==> src/hw/rtl/wfc_pkg.sv <==
// Shared constants and types for the word frequency counter.
// Used by the channel interfaces, the controller, the datapath and the top level.
package wfc_pkg;

    // Table geometry
    localparam int TABLE_ENTRIES = 64;
    localparam int WORD_BYTES    = 16;
    localparam int KEEP_BYTES    = WORD_BYTES - 1;

    // Derived widths
    localparam int SLOT_W    = $clog2(TABLE_ENTRIES);
    localparam int DIST_W    = $clog2(TABLE_ENTRIES + 1);
    localparam int LEN_W     = $clog2(KEEP_BYTES + 1);
    localparam int TOK_IDX_W = (KEEP_BYTES > 1) ? $clog2(KEEP_BYTES) : 1;
    localparam int COUNT_W   = 16;
    localparam int BYTE_W    = 8;

    // Delimiter and letter codes
    localparam logic [BYTE_W-1:0] CH_NUL   = 8'h00;
    localparam logic [BYTE_W-1:0] CH_TAB   = 8'h09;
    localparam logic [BYTE_W-1:0] CH_NL    = 8'h0A;
    localparam logic [BYTE_W-1:0] CH_SPACE = 8'h20;
    localparam logic [BYTE_W-1:0] CH_UP_A  = 8'h41;
    localparam logic [BYTE_W-1:0] CH_UP_Z  = 8'h5A;
    localparam logic [BYTE_W-1:0] CASE_BIT = 8'h20;

    localparam logic [COUNT_W-1:0] COUNT_MAX = {COUNT_W{1'b1}};

    // One table row: saturating count, stored length, truncated text
    typedef struct packed {
        logic [COUNT_W-1:0]                count;
        logic [LEN_W-1:0]                  len;
        logic [KEEP_BYTES-1:0][BYTE_W-1:0] text;
    } wfc_row_t;

    // Controller to datapath
    typedef struct packed {
        logic ready;    // input channel may take a request
        logic take;     // request accepted this cycle
        logic scan;     // step the table walk
        logic hit_wr;   // bump count of matched entry
        logic miss_wr;  // append entry or flag overflow
        logic emit;     // load the result register
    } wfc_cmd_t;

    // Datapath to controller
    typedef struct packed {
        logic in_valid;
        logic word_end;  // accepted byte closes a non-empty token
        logic last;      // current request ends the sentence
        logic hit;
        logic miss;
        logic out_free;  // result register can be loaded
    } wfc_sts_t;

endpackage

==> src/hw/rtl/wfc_ctrl.sv <==
// Sequencer for the word frequency counter: take a byte, walk the table, emit.
// Depends on wfc_pkg for the command and status structs.
module wfc_ctrl
(
    input  logic              clk,
    input  logic              rst_n,
    input  wfc_pkg::wfc_sts_t sts,
    output wfc_pkg::wfc_cmd_t cmd
);
    import wfc_pkg::*;

    typedef enum logic [1:0] {
        S_IDLE,
        S_SCAN,
        S_EMIT
    } state_t;

    state_t state_reg;
    state_t state_next;

    // Next state and commands
    always_comb
    begin
        state_next  = state_reg;
        cmd         = '0;
        case (state_reg)
            S_IDLE:
            begin
                cmd.ready = 1'b1;
                if (sts.in_valid)
                begin
                    cmd.take = 1'b1;
                    if (sts.word_end)
                        state_next = S_SCAN;
                    else if (sts.last)
                        state_next = S_EMIT;
                end
            end
            S_SCAN:
            begin
                cmd.scan = 1'b1;
                if (sts.hit)
                begin
                    cmd.hit_wr = 1'b1;
                    state_next = S_EMIT;
                end
                else if (sts.miss)
                begin
                    cmd.miss_wr = 1'b1;
                    state_next  = S_EMIT;
                end
            end
            S_EMIT:
            begin
                if (sts.out_free)
                begin
                    cmd.emit   = 1'b1;
                    state_next = S_IDLE;
                end
            end
            default:
            begin
                state_next = S_IDLE;
            end
        endcase
    end

    // State register
    always_ff @(posedge clk or negedge rst_n)
    begin
        if (!rst_n)
            state_reg <= S_IDLE;
        else
            state_reg <= state_next;
    end

endmodule

==> config.mk <==
export PLATFORM = sky130hd
export DESIGN_NAME = wfc_ctrl
export DESIGN_NICKNAME = d
export VERILOG_FILES = /design/src/hw/rtl/wfc_pkg.sv /design/src/hw/rtl/wfc_ctrl.sv
export SDC_FILE = /design/constraint.sdc
export NUM_CORES = 1
export LEC_CHECK = 0
export BUFFER_PORTS_ARGS = -buffer_cell sky130_fd_sc_hd__buf_2
export CAP_MARGIN = 10
export CORE_AREA = 4 4 41 43
export DETAILED_ROUTE_END_ITERATION = 12
export DIE_AREA = 0 0 45 47
export PLACE_DENSITY = 0.37
export SETUP_SLACK_MARGIN = 0.1
export SKIP_CTS_REPAIR_TIMING = 1
export SKIP_LAST_GASP = 1
export SLEW_MARGIN = 20
export SYNTH_ARGS = -nofsm -noshare
export SYNTH_HDL_FRONTEND = slang
export SYNTH_SLANG_ARGS = --single-unit
==> constraint.sdc <==
create_clock -name clk -period 1.8 [get_ports clk]
set_input_delay 0.18 -clock clk [delete_from_list [all_inputs] [get_ports clk]]
set_output_delay 0.18 -clock clk [all_outputs]
set_load 0.02 [all_outputs]
======== Word level (Yosys, flattened, before mapping) ========
Cells that the tools add are included.
storage, ports and cells
  output and inout port bits .............. 6
  bits in registers ....................... 2
  bits of input ports ..................... 8
  word-level logic and storage cells ...... 24
operators by class
  reduce and logical (&&, ||, !) cells .... 2
  eq/ne operators ......................... 6
  mux-type cells .......................... 15
operator list
  cell                  count
  $mux W2               7
  $mux W1               6
  $ne A3 B3 Y1 const B  2
  $pmux W2 S3           1
  $ne A2 B2 Y1 const B  2
  $reduce_and A4 Y1     1
  $mux W3               1
  $eq A2 B1 Y1 const B  1
  $eq A2 B2 Y1 const B  1
  $logic_not A2 Y1      1

======== Longest topological paths before layout ========
  word-level depth ........................ 4
  mapped depth ............................ 3
  gate-level depth less buffers ........... 3

======== Worst setup path before layout ========
Ideal clock, no wire load.
  path kind ............................... reg-to-output
  from .................................... register state_reg[1]
  to ...................................... output cmd[1] (netlist name)
  cell stages (with the launch flop) ...... 2
  buffers on the path ..................... 0
  data arrival time ....................... 1.215 ns
  path slack .............................. 0.405 ns
  data required time ...................... 1.620 ns
  path through ............................ dfrtp_1 nor4b_1
RTL lines
  element                   line            text
  start: declaration        wfc_ctrl.sv:18  state_t state_reg;
  start signal: assignment  wfc_ctrl.sv:74  state_reg <= state_next;
  end: declaration          wfc_ctrl.sv:8   output wfc_pkg::wfc_cmd_t cmd

==> results.yml <==
worst_setup_path:
  crit_path_end: "cmd[1]"
  critPathLaunch: "state_reg[1]"
  arrival_ns: 1.17
  reg2regPathDepth: 3
  worstSetupStartpointType: "flip-flop"
  worstPathRequired_ns: 1.62
  crit_buf_inv: 1
  cp-end-kind: "output pin"
  cp_cell_sequence: "nor4b_1 > buf_2"
  critPathSlowestCell: "dfrtp_1"
  max_stage_delay_ns: 0.45
  cpLargestDelayFamily: "flip-flops"
  ff2ff_setup_slack_ns: 0.83
  critical_path_cell_count: 2
  path_max_fanout: 8
  worstSetupPathType: "flip-flop to output pin"
  reg2reg_to: "state_reg[1]"
  r2r-start: "state_reg[1]"
detailed_routing:
  postRouteAntennaNets: 0
  drtIter0Drc: 3
  viasPerCell: 3.83
  wl_per_cell_um: 9.94
  wl_um: 477
  dr.pass1.iters: 2
  route.detailed.drc: 0
  vias: 184
layout:
  areaGrowthSynthToFinish_pct: 84.5
  largest_reg_flops: 2
  antenna_cells: 0
  nNetsFinal: 43
  layout-drive-gt1-share: 0.576
  stdcell_count: 48
synthesis:
  synth.area.top_cells: "dfrtp_1 36%, nand3b_1 11%, nor3b_2 9.1%, nor2_1 8.2%, nor4b_1 6.4%"
  synth_common_cells: "3 x nor2_1, 2 x dfrtp_1, 2 x nand3b_1"
  synth.most_common_cell: "nor2_1"
  yosys_warnings: 0
  synth_fp_nets: 24
  ys_seq_elements: 2
  synthFlopType: "dfrtp_1"
  synth_cell_types: 12
  syn_area_um2: 138
  synth_sequential_area_ratio: 0.364
  synth_top_cell_area_share: 0.364
  netlist_instances: 16
  syn_avg_cell_area_um2: 8.60
  synth.largest_area_cell: "dfrtp_1"
  synth_edf_count: 0
  async_flop_share: 1.00
floorplanning:
  die_w_um: 45
  core_um2: 1300
  dieArea_um2: 2120
  core.rowCount: 13
  boundaryPins: 14
  initial_utilization: 0.106
  die_h_um: 47
clocking:
  cts_buffers: 3
  clk_latency_ns: 0.22
  clk_path_buf_depth: 2
  h-tree-depth: 1
  root_buffer: "clkbuf_4"
  numClockSinks: 2
  cts_tree: "yes"
  clk_pin_slew_ns: 0.03
sta:
  holdWs_ns: 0.222
  worst_pin_slew_ns: 0.240
  hold_violations: 0
  max-slew-margin-rel: 0.838
  setup_viol: 0
  rsz0062_at_grt: "false"
  skew_ns: 0.00308
  post-route-min-period_ns: 1.35
  fin_tns_setup_ns: 0
  fmax_mhz: 742
  min_period_over_period: 0.749
  drv_slew: 0
grt:
  grt_pass1_wl_um: 807
  grtUsageTotal: 0.0585
  grt_util_met2: 0.0791
  antenna_found_initial: 0
  first_global_vias: 208
  grt_overflow: 0
  top_usage_layer: "met2"
  grt_start_max_net_pins: 9
  grtUsageMet3: 0.0575
  met1_usage: 0.0568
placed_design:
  port_buffers: 13
  gp_congestion: 0.702
  place_inst: 44
status:
  status: "complete, no violations"
pwr:
  powerDensity_nw_per_um2: 1030
  p_leak_uw: 0.000132
  irDropWorstVdd_v: 0.000496
  finalPower_uw: 261
run:
  cap_viol_max_count: 0
worst_hold_path:
  hp-class: "primary input to flip-flop"
-- cell usage in the layout (no fill, tap or decap), types with 2 or more instances in the layout --
master / synthesis / routed
clkbuf_4: 0 / 3
nand3b_1: 2 / 2
buf_2: 0 / 13
nor2_1: 3 / 3
dfrtp_1: 2 / 2
-- worst min-delay path, stage by stage --
cell      delay, ns
buf_2          0.08
nand3b_1       0.07
o311ai_1       0.07
-- cell type report --
type	instances	area (um2)
clock buffers	3	22.5
fillers	152	1050
inverters	1	3.75
multi-input cells	13	83.8
flip-flops and latches	2	50.0
well taps	15	18.8
repair buffers	14	75.1
-- stage by stage --
step / setup slack [ns] / utilization / instance area (um2)
after floorplan: 0.405 / - / 138
after global placement: 0.686 / 0.170 / 221
after detailed placement: 0.679 / 0.170 / 221
after CTS: 0.432 / 0.188 / 244
after global routing: 0.318 / 0.195 / 254
final: 0.453 / 0.195 / 254
-- report_power, final --
group | switching (uW) | leakage [uW] | total (uW) | internal (uW)
Combinational | 54.4 | 0.0000916 | 92.1 | 37.7
Sequential | 18.0 | 0.0000261 | 72.5 | 54.4
Clock | 22.9 | 0.0000138 | 96.2 | 73.3
Total | 95.3 | 0.000132 | 261 | 165
-- routing by layer --
layer	vias up	routed length (um)
li1	93	-
met4	0	0
met1	77	205
met3	0	83
met2	14	188
met5	-	0
-- worst min path at each step --
stage / end / from / slack [ns] / cells past startpoint
finish: state_reg[1] / sts[3] / 0.22 / 3
global route: state_reg[1] / sts[3] / 0.21 / 3
CTS: state_reg[0] / rst_n / -0.27 / 1
detailed placement: state_reg[0] / rst_n / -0.03 / 1
global placement: state_reg[0] / rst_n / -0.03 / 1
floorplan: state_reg[0] / rst_n / -0.12 / 0
-- logic make-up (layout without fill, tap and decap cells) --
kind of cell,count (synthesis),count (layout),share of synthesized area
DFF,2,2,0.364
buffers and inverters,1,18,0.0272
and+or+nand+nor,11,11,0.509
AOI/OAI and AO/OA,2,2,0.100
Power figures use the tool's default switching activity.
